File: src/hw/rtl/gmpd_pkg.sv
`timescale 1ns / 1ps
// ----------------------------------------------------------------------------
// gmpd_pkg
// Shared widths, register indexes, reset values and types of the deframer.
// ----------------------------------------------------------------------------
package gmpd_pkg;

  // field widths
  localparam int unsigned ByteW     = 8;
  localparam int unsigned ModeW     = 5;
  localparam int unsigned PayLenW   = 16;
  localparam int unsigned KindW     = 2;
  localparam int unsigned EventW    = 4;
  localparam int unsigned CountOutW = 17;

  // register widths
  localparam int unsigned UbxMaxW   = 17;
  localparam int unsigned NmeaMaxW  = 11;
  localparam int unsigned UnidMaxW  = 16;
  localparam int unsigned CfgIdxW   = 2;
  localparam int unsigned CfgDataW  = 17;

  // default counter width, range 11 to 17
  localparam int unsigned CountBitsDef = 17;

  // register indexes
  localparam logic [CfgIdxW-1:0] CFG_IDX_MAX_UBX  = 2'd0;
  localparam logic [CfgIdxW-1:0] CFG_IDX_MAX_NMEA = 2'd1;
  localparam logic [CfgIdxW-1:0] CFG_IDX_MAX_UNID = 2'd2;

  // register reset values
  localparam logic [UbxMaxW-1:0]  MAX_UBX_RST  = 17'd2048;
  localparam logic [NmeaMaxW-1:0] MAX_NMEA_RST = 11'd256;
  localparam logic [UnidMaxW-1:0] MAX_UNID_RST = 16'd256;

  // frame kinds
  localparam logic [KindW-1:0] KIND_UNID = 2'd0;
  localparam logic [KindW-1:0] KIND_NMEA = 2'd1;
  localparam logic [KindW-1:0] KIND_UBX  = 2'd2;
  localparam logic [KindW-1:0] KIND_RTCM = 2'd3;

  // verdict events
  localparam logic [EventW-1:0] EV_NONE      = 4'd0;
  localparam logic [EventW-1:0] EV_CHUNK_END = 4'd1;
  localparam logic [EventW-1:0] EV_NMEA_OK   = 4'd2;
  localparam logic [EventW-1:0] EV_NMEA_LONG = 4'd3;
  localparam logic [EventW-1:0] EV_NMEA_NOLF = 4'd4;
  localparam logic [EventW-1:0] EV_UBX_SYNC  = 4'd5;
  localparam logic [EventW-1:0] EV_UBX_LEN   = 4'd6;
  localparam logic [EventW-1:0] EV_UBX_CK    = 4'd7;
  localparam logic [EventW-1:0] EV_UBX_OK    = 4'd8;
  localparam logic [EventW-1:0] EV_RTCM_DONE = 4'd9;
  localparam logic [EventW-1:0] EV_FLUSH     = 4'd10;

  // parser state apart from the byte counter
  typedef struct packed {
    logic [ModeW-1:0]   mode;
    logic [PayLenW-1:0] payload_len;
    logic [ByteW-1:0]   fletcher_a;
    logic [ByteW-1:0]   fletcher_b;
    logic [ByteW-1:0]   received_ck_a;
  } parse_state_t;

  // per-byte result apart from the count
  typedef struct packed {
    logic [ByteW-1:0]  byte_out;
    logic              byte_valid;
    logic [KindW-1:0]  frame_kind;
    logic              frame_start;
    logic [EventW-1:0] event_res;
  } byte_res_t;

  // live configuration
  typedef struct packed {
    logic [UbxMaxW-1:0]  max_ubx_frame_len;
    logic [NmeaMaxW-1:0] max_nmea_len;
    logic [UnidMaxW-1:0] max_unidentified_len;
  } cfg_t;

endpackage

File: src/hw/rtl/gnss_multi_protocol_deframer.sv
`timescale 1ns / 1ps
// The result beat of an accepted input beat is registered and offered in the cycle after.
// Throughput: one beat per cycle; the parser state and the result register
// both load on the accepting edge, so the only back-pressure is a full
// result register that is not being drained.
// Reset: parser hunts for a start byte, counters and checksums clear, the
// registers return to their defaults and no result is held.
// ----------------------------------------------------------------------------
// gnss_multi_protocol_deframer
// Splits a receiver byte stream into NMEA, UBX and RTCM3 frames per byte.
// ----------------------------------------------------------------------------
module gnss_multi_protocol_deframer #(
  parameter int unsigned COUNT_BITS = gmpd_pkg::CountBitsDef
) (
  input  logic        clk_i,
  input  logic        rst_ni,
  // input stream
  input  logic        s_axis_tvalid,
  output logic        s_axis_tready,
  input  logic [7:0]  s_axis_tdata,   // [7:0] data_byte
  input  logic [0:0]  s_axis_tuser,   // [0] action
  // output stream
  output logic        m_axis_tvalid,
  input  logic        m_axis_tready,
  // [7:0] byte_out, [8] byte_valid, [9] frame_start, [13:10] event_res,
  // [30:14] buffered_count, [31] zero
  output logic [31:0] m_axis_tdata,
  output logic [1:0]  m_axis_tuser,   // [1:0] frame_kind
  // register writes
  input  logic        cfg_valid_i,
  output logic        cfg_ready_o,
  input  logic [1:0]  cfg_index_i,
  input  logic [16:0] cfg_data_i
);

  gmpd_pkg::cfg_t         cfg_q;
  gmpd_pkg::parse_state_t state_q;
  gmpd_pkg::parse_state_t state_d;
  logic [COUNT_BITS-1:0]  count_q;
  logic [COUNT_BITS-1:0]  count_d;
  gmpd_pkg::byte_res_t    res_d;
  gmpd_pkg::byte_res_t    res_q;
  logic [16:0]            out_count_q;
  logic                   out_valid_q;
  logic                   in_beat;

  // register writes are always taken
  assign cfg_ready_o = 1'b1;

  always_ff @(posedge clk_i or negedge rst_ni) begin
    if (!rst_ni) begin
      cfg_q.max_ubx_frame_len    <= gmpd_pkg::MAX_UBX_RST;
      cfg_q.max_nmea_len         <= gmpd_pkg::MAX_NMEA_RST;
      cfg_q.max_unidentified_len <= gmpd_pkg::MAX_UNID_RST;
    end else if (cfg_valid_i) begin
      unique case (cfg_index_i)
        gmpd_pkg::CFG_IDX_MAX_UBX:  cfg_q.max_ubx_frame_len <= cfg_data_i;
        gmpd_pkg::CFG_IDX_MAX_NMEA: cfg_q.max_nmea_len <= cfg_data_i[10:0];
        gmpd_pkg::CFG_IDX_MAX_UNID: cfg_q.max_unidentified_len <= cfg_data_i[15:0];
        default: ;
      endcase
    end
  end

  // take a beat when the result register is empty or being drained
  assign s_axis_tready = !out_valid_q || m_axis_tready;
  assign in_beat       = s_axis_tvalid && s_axis_tready;

  gmpd_step #(
    .COUNT_BITS (COUNT_BITS)
  ) u_step (
    .state_i     (state_q),
    .count_i     (count_q),
    .cfg_i       (cfg_q),
    .action_i    (s_axis_tuser[0]),
    .data_byte_i (s_axis_tdata),
    .state_o     (state_d),
    .count_o     (count_d),
    .res_o       (res_d)
  );

  // parser state
  always_ff @(posedge clk_i or negedge rst_ni) begin
    if (!rst_ni) begin
      state_q <= '0;
      count_q <= '0;
    end else if (in_beat) begin
      state_q <= state_d;
      count_q <= count_d;
    end
  end

  // result register valid
  always_ff @(posedge clk_i or negedge rst_ni) begin
    if (!rst_ni) begin
      out_valid_q <= 1'b0;
    end else if (in_beat) begin
      out_valid_q <= 1'b1;
    end else if (m_axis_tready) begin
      out_valid_q <= 1'b0;
    end
  end

  // result payload
  always_ff @(posedge clk_i) begin
    if (in_beat) begin
      res_q       <= res_d;
      out_count_q <= 17'(count_d);
    end
  end

  assign m_axis_tvalid = out_valid_q;
  assign m_axis_tdata  = {1'b0, out_count_q, res_q.event_res, res_q.frame_start,
                          res_q.byte_valid, res_q.byte_out};
  assign m_axis_tuser  = res_q.frame_kind;

endmodule

File: src/hw/rtl/gmpd_step.sv
`timescale 1ns / 1ps
// ----------------------------------------------------------------------------
// gmpd_step
// Next-state and result logic of the deframer for one byte or flush.
// ----------------------------------------------------------------------------
module gmpd_step #(
  parameter int unsigned COUNT_BITS = gmpd_pkg::CountBitsDef
) (
  input  gmpd_pkg::parse_state_t       state_i,
  input  logic [COUNT_BITS-1:0]        count_i,
  input  gmpd_pkg::cfg_t               cfg_i,
  input  logic                         action_i,
  input  logic [gmpd_pkg::ByteW-1:0]   data_byte_i,
  output gmpd_pkg::parse_state_t       state_o,
  output logic [COUNT_BITS-1:0]        count_o,
  output gmpd_pkg::byte_res_t          res_o
);

  // parser modes
  localparam logic [4:0] MODE_HUNT         = 5'd0;
  localparam logic [4:0] MODE_UBX_SYNC2    = 5'd1;
  localparam logic [4:0] MODE_UBX_CLASS    = 5'd2;
  localparam logic [4:0] MODE_UBX_ID       = 5'd3;
  localparam logic [4:0] MODE_UBX_LEN1     = 5'd4;
  localparam logic [4:0] MODE_UBX_LEN2     = 5'd5;
  localparam logic [4:0] MODE_UBX_PAYLOAD  = 5'd6;
  localparam logic [4:0] MODE_UBX_CKA      = 5'd7;
  localparam logic [4:0] MODE_UBX_CKB      = 5'd8;
  localparam logic [4:0] MODE_NMEA_CR      = 5'd9;
  localparam logic [4:0] MODE_NMEA_LF      = 5'd10;
  localparam logic [4:0] MODE_RTCM_LEN1    = 5'd11;
  localparam logic [4:0] MODE_RTCM_LEN2    = 5'd12;
  localparam logic [4:0] MODE_RTCM_PAYLOAD = 5'd13;
  localparam logic [4:0] MODE_RTCM_CRC1    = 5'd14;
  localparam logic [4:0] MODE_RTCM_CRC2    = 5'd15;
  localparam logic [4:0] MODE_RTCM_CRC3    = 5'd16;

  // stream characters
  localparam logic [7:0] CH_DOLLAR = 8'h24;
  localparam logic [7:0] CH_SYNC1  = 8'hB5;
  localparam logic [7:0] CH_SYNC2  = 8'h62;
  localparam logic [7:0] CH_RTCM   = 8'hD3;
  localparam logic [7:0] CH_CR     = 8'h0D;
  localparam logic [7:0] CH_LF     = 8'h0A;

  localparam logic [COUNT_BITS-1:0] CountMax = '1;
  localparam logic [COUNT_BITS-1:0] CountOne = COUNT_BITS'(1);

  logic [COUNT_BITS-1:0]         cnt_inc;
  logic [16:0]                   cnt_ext;
  logic [16:0]                   cnt_inc_ext;
  logic [7:0]                    fa_sum;
  logic [7:0]                    fb_sum;
  logic [16:0]                   ubx_lim;
  logic [10:0]                   nmea_lim;
  logic [15:0]                   ubx_len;
  logic [15:0]                   rtcm_len;
  logic [15:0]                   pay_dec;
  logic                          ck_match;

  // saturating count and running checksum
  assign cnt_inc     = (count_i == CountMax) ? CountMax : count_i + CountOne;
  assign cnt_ext     = 17'(count_i);
  assign cnt_inc_ext = 17'(cnt_inc);
  assign fa_sum      = state_i.fletcher_a + data_byte_i;
  assign fb_sum      = state_i.fletcher_b + fa_sum;
  assign ck_match    = (state_i.received_ck_a == state_i.fletcher_a) &&
                       (data_byte_i == state_i.fletcher_b);

  // limits derived from the registers, saturating at zero
  assign ubx_lim  = (cfg_i.max_ubx_frame_len >= 17'd8) ?
                    cfg_i.max_ubx_frame_len - 17'd8 : 17'd0;
  assign nmea_lim = (cfg_i.max_nmea_len >= 11'd1) ? cfg_i.max_nmea_len - 11'd1 : 11'd0;

  // length assembly
  assign ubx_len  = {data_byte_i, state_i.payload_len[7:0]};
  assign rtcm_len = {6'd0, state_i.payload_len[1:0], data_byte_i};
  assign pay_dec  = state_i.payload_len - 16'd1;

  always_comb begin
    state_o           = state_i;
    count_o           = count_i;
    res_o.byte_out    = data_byte_i;
    res_o.byte_valid  = 1'b1;
    res_o.frame_kind  = gmpd_pkg::KIND_UNID;
    res_o.frame_start = 1'b0;
    res_o.event_res   = gmpd_pkg::EV_NONE;

    if (action_i) begin
      // flush drops everything in progress
      state_o          = '0;
      state_o.mode     = MODE_HUNT;
      count_o          = '0;
      res_o.byte_out   = '0;
      res_o.byte_valid = 1'b0;
      res_o.event_res  = gmpd_pkg::EV_FLUSH;
    end else begin
      unique case (state_i.mode) inside
        MODE_HUNT: begin
          if (data_byte_i == CH_DOLLAR || data_byte_i == CH_SYNC1 ||
              data_byte_i == CH_RTCM) begin
            if (count_i != '0) res_o.event_res = gmpd_pkg::EV_CHUNK_END;
            count_o           = CountOne;
            res_o.frame_start = 1'b1;
            if (data_byte_i == CH_DOLLAR) begin
              res_o.frame_kind = gmpd_pkg::KIND_NMEA;
              state_o.mode     = MODE_NMEA_CR;
            end else if (data_byte_i == CH_SYNC1) begin
              res_o.frame_kind   = gmpd_pkg::KIND_UBX;
              state_o.mode       = MODE_UBX_SYNC2;
              state_o.fletcher_a = '0;
              state_o.fletcher_b = '0;
            end else begin
              res_o.frame_kind = gmpd_pkg::KIND_RTCM;
              state_o.mode     = MODE_RTCM_LEN1;
            end
          end else if (cnt_ext >= 17'(cfg_i.max_unidentified_len)) begin
            res_o.event_res = gmpd_pkg::EV_CHUNK_END;
            count_o         = CountOne;
          end else begin
            count_o = cnt_inc;
          end
        end
        MODE_UBX_SYNC2: begin
          res_o.frame_kind = gmpd_pkg::KIND_UBX;
          if (data_byte_i == CH_SYNC2) begin
            count_o      = cnt_inc;
            state_o.mode = MODE_UBX_CLASS;
          end else begin
            res_o.byte_valid = 1'b0;
            res_o.event_res  = gmpd_pkg::EV_UBX_SYNC;
            state_o.mode     = MODE_HUNT;
            count_o          = '0;
          end
        end
        MODE_UBX_CLASS, MODE_UBX_ID, MODE_UBX_LEN1: begin
          res_o.frame_kind   = gmpd_pkg::KIND_UBX;
          count_o            = cnt_inc;
          state_o.fletcher_a = fa_sum;
          state_o.fletcher_b = fb_sum;
          if (state_i.mode == MODE_UBX_LEN1) begin
            state_o.payload_len = 16'(data_byte_i);
            state_o.mode        = MODE_UBX_LEN2;
          end else if (state_i.mode == MODE_UBX_ID) begin
            state_o.mode = MODE_UBX_LEN1;
          end else begin
            state_o.mode = MODE_UBX_ID;
          end
        end
        MODE_UBX_LEN2: begin
          res_o.frame_kind    = gmpd_pkg::KIND_UBX;
          count_o             = cnt_inc;
          state_o.fletcher_a  = fa_sum;
          state_o.fletcher_b  = fb_sum;
          state_o.payload_len = ubx_len;
          if (17'(ubx_len) > ubx_lim) begin
            res_o.event_res = gmpd_pkg::EV_UBX_LEN;
            state_o.mode    = MODE_HUNT;
            count_o         = '0;
          end else begin
            state_o.mode = (ubx_len != '0) ? MODE_UBX_PAYLOAD : MODE_UBX_CKA;
          end
        end
        MODE_UBX_PAYLOAD: begin
          res_o.frame_kind    = gmpd_pkg::KIND_UBX;
          count_o             = cnt_inc;
          state_o.fletcher_a  = fa_sum;
          state_o.fletcher_b  = fb_sum;
          state_o.payload_len = pay_dec;
          if (pay_dec == '0) state_o.mode = MODE_UBX_CKA;
        end
        MODE_UBX_CKA: begin
          res_o.frame_kind      = gmpd_pkg::KIND_UBX;
          count_o               = cnt_inc;
          state_o.received_ck_a = data_byte_i;
          state_o.mode          = MODE_UBX_CKB;
        end
        MODE_UBX_CKB: begin
          res_o.frame_kind = gmpd_pkg::KIND_UBX;
          res_o.event_res  = ck_match ? gmpd_pkg::EV_UBX_OK : gmpd_pkg::EV_UBX_CK;
          state_o.mode     = MODE_HUNT;
          count_o          = '0;
        end
        MODE_NMEA_CR: begin
          res_o.frame_kind = gmpd_pkg::KIND_NMEA;
          count_o          = cnt_inc;
          if (cnt_inc_ext >= 17'(nmea_lim)) begin
            res_o.event_res = gmpd_pkg::EV_NMEA_LONG;
            state_o.mode    = MODE_HUNT;
            count_o         = '0;
          end else if (data_byte_i == CH_CR) begin
            state_o.mode = MODE_NMEA_LF;
          end
        end
        MODE_NMEA_LF: begin
          res_o.frame_kind = gmpd_pkg::KIND_NMEA;
          res_o.event_res  = (data_byte_i == CH_LF) ? gmpd_pkg::EV_NMEA_OK
                                                    : gmpd_pkg::EV_NMEA_NOLF;
          state_o.mode     = MODE_HUNT;
          count_o          = '0;
        end
        MODE_RTCM_LEN1: begin
          res_o.frame_kind    = gmpd_pkg::KIND_RTCM;
          count_o             = cnt_inc;
          state_o.payload_len = 16'(data_byte_i);
          state_o.mode        = MODE_RTCM_LEN2;
        end
        MODE_RTCM_LEN2: begin
          res_o.frame_kind    = gmpd_pkg::KIND_RTCM;
          count_o             = cnt_inc;
          state_o.payload_len = rtcm_len;
          state_o.mode        = (rtcm_len != '0) ? MODE_RTCM_PAYLOAD : MODE_RTCM_CRC1;
        end
        MODE_RTCM_PAYLOAD: begin
          res_o.frame_kind    = gmpd_pkg::KIND_RTCM;
          count_o             = cnt_inc;
          state_o.payload_len = pay_dec;
          if (pay_dec == '0) state_o.mode = MODE_RTCM_CRC1;
        end
        MODE_RTCM_CRC1, MODE_RTCM_CRC2: begin
          res_o.frame_kind = gmpd_pkg::KIND_RTCM;
          count_o          = cnt_inc;
          state_o.mode     = (state_i.mode == MODE_RTCM_CRC1) ? MODE_RTCM_CRC2
                                                              : MODE_RTCM_CRC3;
        end
        MODE_RTCM_CRC3: begin
          res_o.frame_kind = gmpd_pkg::KIND_RTCM;
          res_o.event_res  = gmpd_pkg::EV_RTCM_DONE;
          state_o.mode     = MODE_HUNT;
          count_o          = '0;
        end
        default: begin
          state_o.mode = MODE_HUNT;
          count_o      = '0;
        end
      endcase
    end
  end

endmodule

File: config.mk
export PLATFORM = sky130hd
export DESIGN_NAME = gnss_multi_protocol_deframer
export DESIGN_NICKNAME = d
export VERILOG_FILES = /design/src/hw/rtl/gmpd_pkg.sv /design/src/hw/rtl/gnss_multi_protocol_deframer.sv /design/src/hw/rtl/gmpd_step.sv
export SDC_FILE = /design/constraint.sdc
export NUM_CORES = 1
export LEC_CHECK = 0
export BUFFER_PORTS_ARGS = -buffer_cell sky130_fd_sc_hd__buf_4
export CORE_MARGIN = 2
export CORE_UTILIZATION = 62
export CTS_BUF_LIST = sky130_fd_sc_hd__clkbuf_8
export DETAILED_ROUTE_END_ITERATION = 6
export HOLD_SLACK_MARGIN = 0.08
export PLACE_DENSITY = 0.81
export SYNTH_ARGS = -nofsm -noshare
export SYNTH_HDL_FRONTEND = slang
export SYNTH_SLANG_ARGS = --single-unit
export TNS_END_PERCENT = 20
File: constraint.sdc
create_clock -name clk_i -period 5.5 [get_ports clk_i]
set_input_delay 1.1 -clock clk_i [delete_from_list [all_inputs] [get_ports clk_i]]
set_output_delay 1.1 -clock clk_i [all_outputs]
set_load 0.01 [all_outputs]
# Yosys cells after proc, flatten, opt, wreduce, memory -nomap -nowiden
# Cells that the tools add are included.
# word_totals
ff_bits	140
inputBits	33
out_inout_bits	37
wordCells	148
# op_classes
addsub	6
n_lt_le_gt_ge	5
eq_ne	35
mux	50
bitwise	1
reduce_logical	34
# ops
operator	count
two-way mux 17 bit	8
case mux 17 bit (5 select lines)	1
case mux 16 bit (5 select lines)	1
two-way mux 16 bit	4
case mux 5 bit (11 select lines)	1
two-way mux 45 bit	1
== test 5 x 4 -> 1 bit, second input constant	8
two-way mux 5 bit	7
case mux 16 bit (2 select lines)	1
nonzero test 16 bit	2
case mux 4 bit (7 select lines)	1
== test 5 x 3 -> 1 bit, second input constant	4
two-way mux 3 bit	6
adder 17 x 1 -> 17 bit, second input constant	1
== test 17 bit, second input constant	1
>= comparator 17 x 11 -> 1 bit	1
>= comparator 17 x 16 -> 1 bit	1
>= comparator 17 x 4 -> 1 bit, second input constant	1
greater-than comparator 16 x 17 -> 1 bit	1
nonzero test 17 bit	1
subtractor 17 x 4 -> 17 bit, second input constant	1
adder 8 bit	2
== test 8 x 4 -> 1 bit, second input constant	2
== test 8 bit	2
other kinds (42)	72

# Longest topological paths before layout
# depth
depth_word	6
ltp_mapped	18
depth_no_buf	15

# Hierarchy
# A second synthesis with hierarchy kept.
# unflattened
cells_unflattened	1024
area_unflattened_um2	9864.5
# modules_own_cells
module	instances	cells_each	area_per_inst_um2	seq_area_each_um2
gnss_multi_protocol_deframer	1	266	5023.6	3672.3
gmpd_step	1	758	4840.9	0.0

# Worst setup path before layout
# No wires, ideal clock.
# synth_timing
path_kind	register to register
startpoint	register count_q[0]
endpoint	register state_q[42] (netlist name)
setup_time_ns	0.125
t_arrival_ns	3.628
required_time_ns	5.375
slack_ns	1.747
stages_incl_launch_ff	17
path_buffers	3
period_less_slack_ns	3.753
path_cell_list	dfrtp_1 > ha_1 > and4_1 > and3_1 > buf_2 > nand4_1 > clkbuf_1 > clkbuf_1 > nand2_1 > ha_1 > a21o_1 > nand2_1 > a31oi_1 > a211oi_1 > nand4_1 > o21ai_2 > mux2_2
# synth_via
elab_chain_cells	6
elab_cells_between_ends	9
cone_classes	add/sub (1); order compare (1); eq/ne (2); mux (4); reduce/logical (1)
# synth_lines
element	line	rtl
from (decl)	gnss_multi_protocol_deframer.sv:39	logic [COUNT_BITS-1:0] count_q;
from (signal assigned)	gnss_multi_protocol_deframer.sv:89	count_q <= count_d;
adder 17 x 1 -> 17 bit / == test 17 bit (equally long branches)	gmpd_step.sv:62	assign cnt_inc = (count_i == CountMax) ? CountMax : count_i + CountOne;
two-way mux 17 bit (*)	gmpd_step.sv:62	
>= comparator 17 x 11 -> 1 bit (*)	gmpd_step.sv:187	if (cnt_inc_ext >= 17'(nmea_lim)) begin
two-way mux 5 bit	gmpd_step.sv:187	
case mux 5 bit (11 select lines)	gmpd_step.sv:98	unique case (state_i.mode) inside
two-way mux 45 bit	gmpd_step.sv:89	if (action_i) begin
to (signal assigned)	gnss_multi_protocol_deframer.sv:88	state_q <= state_d;
to (decl)	gnss_multi_protocol_deframer.sv:37	gmpd_pkg::parse_state_t state_q;
# Mark *: on every way between the ends. The rest lies on a longest branch, timed or not.
# A chain may end at the register's enable or synchronous reset.

# Worst setup path after layout
# layout_timing
startpoint	register cfg_q[39] (netlist name)
endpoint	register out_count_q[4] (data pin)
# layout_via
elab_chain_cells	6
elab_cells_between_ends	7
cone_classes	add/sub (1); order compare (2); mux (4)
# layout_lines
element	line	rtl
from (decl)	gnss_multi_protocol_deframer.sv:36	gmpd_pkg::cfg_t cfg_q;
subtractor 17 x 4 -> 17 bit / >= comparator 17 x 4 -> 1 bit (equally long branches)	gmpd_step.sv:72, gmpd_step.sv:71	
two-way mux 17 bit (*)	gmpd_step.sv:71	assign ubx_lim = (cfg_i.max_ubx_frame_len >= 17'd8) ?
greater-than comparator 16 x 17 -> 1 bit (*)	gmpd_step.sv:156	if (17'(ubx_len) > ubx_lim) begin
two-way mux 17 bit (*)	gmpd_step.sv:156	
case mux 17 bit (5 select lines) (*)	gmpd_step.sv:98	
two-way mux 17 bit (*)	gmpd_step.sv:89	
net count_d[4]	gnss_multi_protocol_deframer.sv:40	logic [COUNT_BITS-1:0] count_d;
to (signal assigned)	gnss_multi_protocol_deframer.sv:108	out_count_q <= 17'(count_d);
to (decl)	gnss_multi_protocol_deframer.sv:43	logic [16:0] out_count_q;
# Mark *: on every way through the listed nets, which the timed path passes. The rest lies on a longest branch.

==> metrics.yaml <==
routing:
  antenna_left: 0
  vias: 7811
  drc: 0
  wirelength_um: 23000
  viasPerCell: 6.37
  drtIter0Drc: 982
  drtPass1Iterations: 5
  wl_per_cell_um: 18.8
placement:
  port_buffers: 67
  hpwlAfterDp_um: 16300
  placed_area_sq_um: 9940
  place_worst_setup_slack_ps: 1120
  routabilityCongestion: 0.909
synth:
  synth_top_family_by_area: "simple AND/OR/NAND/NOR gates"
  synth_area_sq_um: 9390
  async_flop_share: 0.764
  synthFlopType: "dfrtp_1"
  synth_cell_types: 76
  synth_area_leader_cell: "dfrtp_1"
  synth_compound_area_frac: 0.160
  yosys_warnings: 0
  syn_avg_cell_area_sq_um: 9.49
  synth.ff_latch_count: 140
  synthSimpleGateAreaFrac: 0.186
  synth_edf_count: 33
  synthMuxAreaShare: 0.0691
  ys_seq_area_frac: 0.391
  synth_fa_ha_area_frac: 0.0909
  yosysTopAreaCellShare: 0.277
  synth_xor_area_frac: 0.0616
  synthTopCellsByArea: "dfrtp_1 (28%), edfxtp_1 (11%), ha_1 (8.7%), mux2_2 (6.5%), nand2_1 (4.2%)"
  syn_inst: 990
  synth_fp_nets: 1090
timing:
  finalClockSkew_ps: 12.2
  finalCritPeriodShare: 0.812
  setup_violations: 0
  finalHoldViolations: 0
  rsz0062_at_grt: "no"
  worstMarginPinSlew_ps: 991
  fmax_mhz: 224
  fin_tns_setup_ps: 0
  setup_slack_ps: 1030
  max_slew_margin: 0.339
  slew_viol_final: 0
  post-route-min-period_ps: 4470
die:
  placementRows: 44
  io_pins: 70
  start_util: 0.641
  die_h_um: 127
  core_sq_um: 14600
  die_width_um: 127
  dieArea_sq_um: 16100
critical_path:
  rr_worst_depth: 14
  cp.required_ps: 5680
  path_buf_inv: 1
  critPathMaxStageDelay_ps: 780
  cp.depth: 14
  crit_type: "register to register"
  crit_family: "simple AND/OR/NAND/NOR gates"
  path_max_fanout: 19
  cp-end-kind: "register"
  start_kind: "register"
  worst-endpoint-arrival_ps: 4650
  cp_cell_sequence: "or4_4, or4_4, inv_1, nand2_1, o21ai_0, ha_1, nand4_1, nor4_1, a41oi_1, o211ai_1, o21ai_2, nand3_2, o21ai_2, nor2b_1"
  cp_slowest_cell: "o21ai_2"
clocking:
  cts_root_buf: "clkbuf_8"
  cts_sinks: 140
  clk_pin_slew_ps: 80
  clock_latency_ps: 470
  postCtsHoldBufs: 0
  postCtsSetupBuffers: 0
  cts_tree: "done"
  htree_levels: 4
  post_cts_resized: 0
  clk_path_buf_depth: 2
  numCtsBuffers: 17
layout:
  syn_to_final_growth_pct: 10.1
  layout_common_cells: "nand2_1 (106), dfrtp_1 (104), buf_4 (73)"
  nets: 1130
  mostFrequentLayoutCell: "nand2_1"
  utilization: 0.706
  postLayoutCellArea_sq_um: 10300
  layout-drive-gt1-share: 0.184
  diodes: 0
global_routing:
  grt_pass1_vias: 7471
  overflow: 0
  grt_max_degree: 68
  antenna_found_initial: 0
  grt_pass1_wl_um: 37800
  grt_usage: 0.296
job:
  drv_cap: 0
pwr:
  power.density_nw_per_um2: 392
  leakage_nw: 4.62
  ir_drop_mv: 0.307
status:
  outcome: "completed"
worst_hold_path:
  whs_path_depth: 1
  hp-class: "register to register"
[sequential cells by signal, indices dropped and copies added (netlist names)]
signal and count:
cfg_q 44, m_axis_tdata 14, m_axis_tvalid 1, m_axis_tuser 2
state_q 45, count_q 17, out_count_q 17
[routing by layer]
layer,share of wire,global-route usage,up-vias,routed length [um]
met3,0.074,0.0523,62,1700
met2,0.45,0.453,336,10300
met5,0,0,-,0
met1,0.45,0.423,3726,10400
met4,0.027,0.114,0,619
li1,-,-,3687,-
[kinds of logic (layout without fill, tap and decap cells)]
kind of cell / Yosys count / after routing
and+or+nand+nor: 343 / 343
AOI/OAI and AO/OA: 224 / 224
DFF: 140 / 140
buffers and inverters: 90 / 143
adders and majority gates: 67 / 67
xor gates and xnor gates: 66 / 66
muxes: 58 / 58
other: 2 / 2
[final timing paths]
check	start	endpoint	slack (ps)
max reg2reg	cfg_q[39]	out_count_q[4]	1030
max in group asynchronous	rst_ni	state_q[42]	3650
max	cfg_q[39]	out_count_q[4]	1030
min reg2reg	cfg_q[15]	cfg_q[15]	510
min	cfg_q[15]	cfg_q[15]	510
min in group asynchronous	rst_ni	count_q[11]	730
[cell type report]
type / count / area, sq um
Multi-Input combinational cell: 760 / 5340
Fill cell: 1102 / 4310
Sequential cell: 140 / 3670
Timing Repair Buffer: 73 / 548
Clock buffer: 19 / 262
Tap cell: 184 / 230
Inverter: 38 / 143
Clock inverter: 13 / 140
[Yosys cell counts, drive strengths merged (16+ instances only)]
cell type  count
edfxtp        33
inv           35
xnor2         25
ha            65
nor4          24
a21oi         56
nand2        106
mux2          55
nor2b         18
nor3          28
clkbuf        37
nand3         19
xor2          41
dfrtp        104
a31oi         16
o21ai         61
nand2b        18
nor2          62
[stage by stage]
stage / hold WS [ps] / cells / power [mW]
2_1_floorplan: 470 / 990 / 2.77
3_3_place_gp: 488 / 1195 / 3.12
3_5_place_dp: 494 / 1195 / 3.17
4_1_cts: 512 / 1227 / 4.03
5_1_grt: 527 / 1227 / 4.32
6_report: 511 / 1227 / 4.05
[power breakdown]
part           leakage [nW]  switching, mW  total, mW  internal (mW)
registers              1.69          0.280       1.53           1.25
logic                  2.72          0.937       1.65          0.717
clock network         0.206          0.437      0.866          0.430
total                  4.62           1.65       4.05           2.40
No activity file was read; power rests on OpenSTA's default activity.
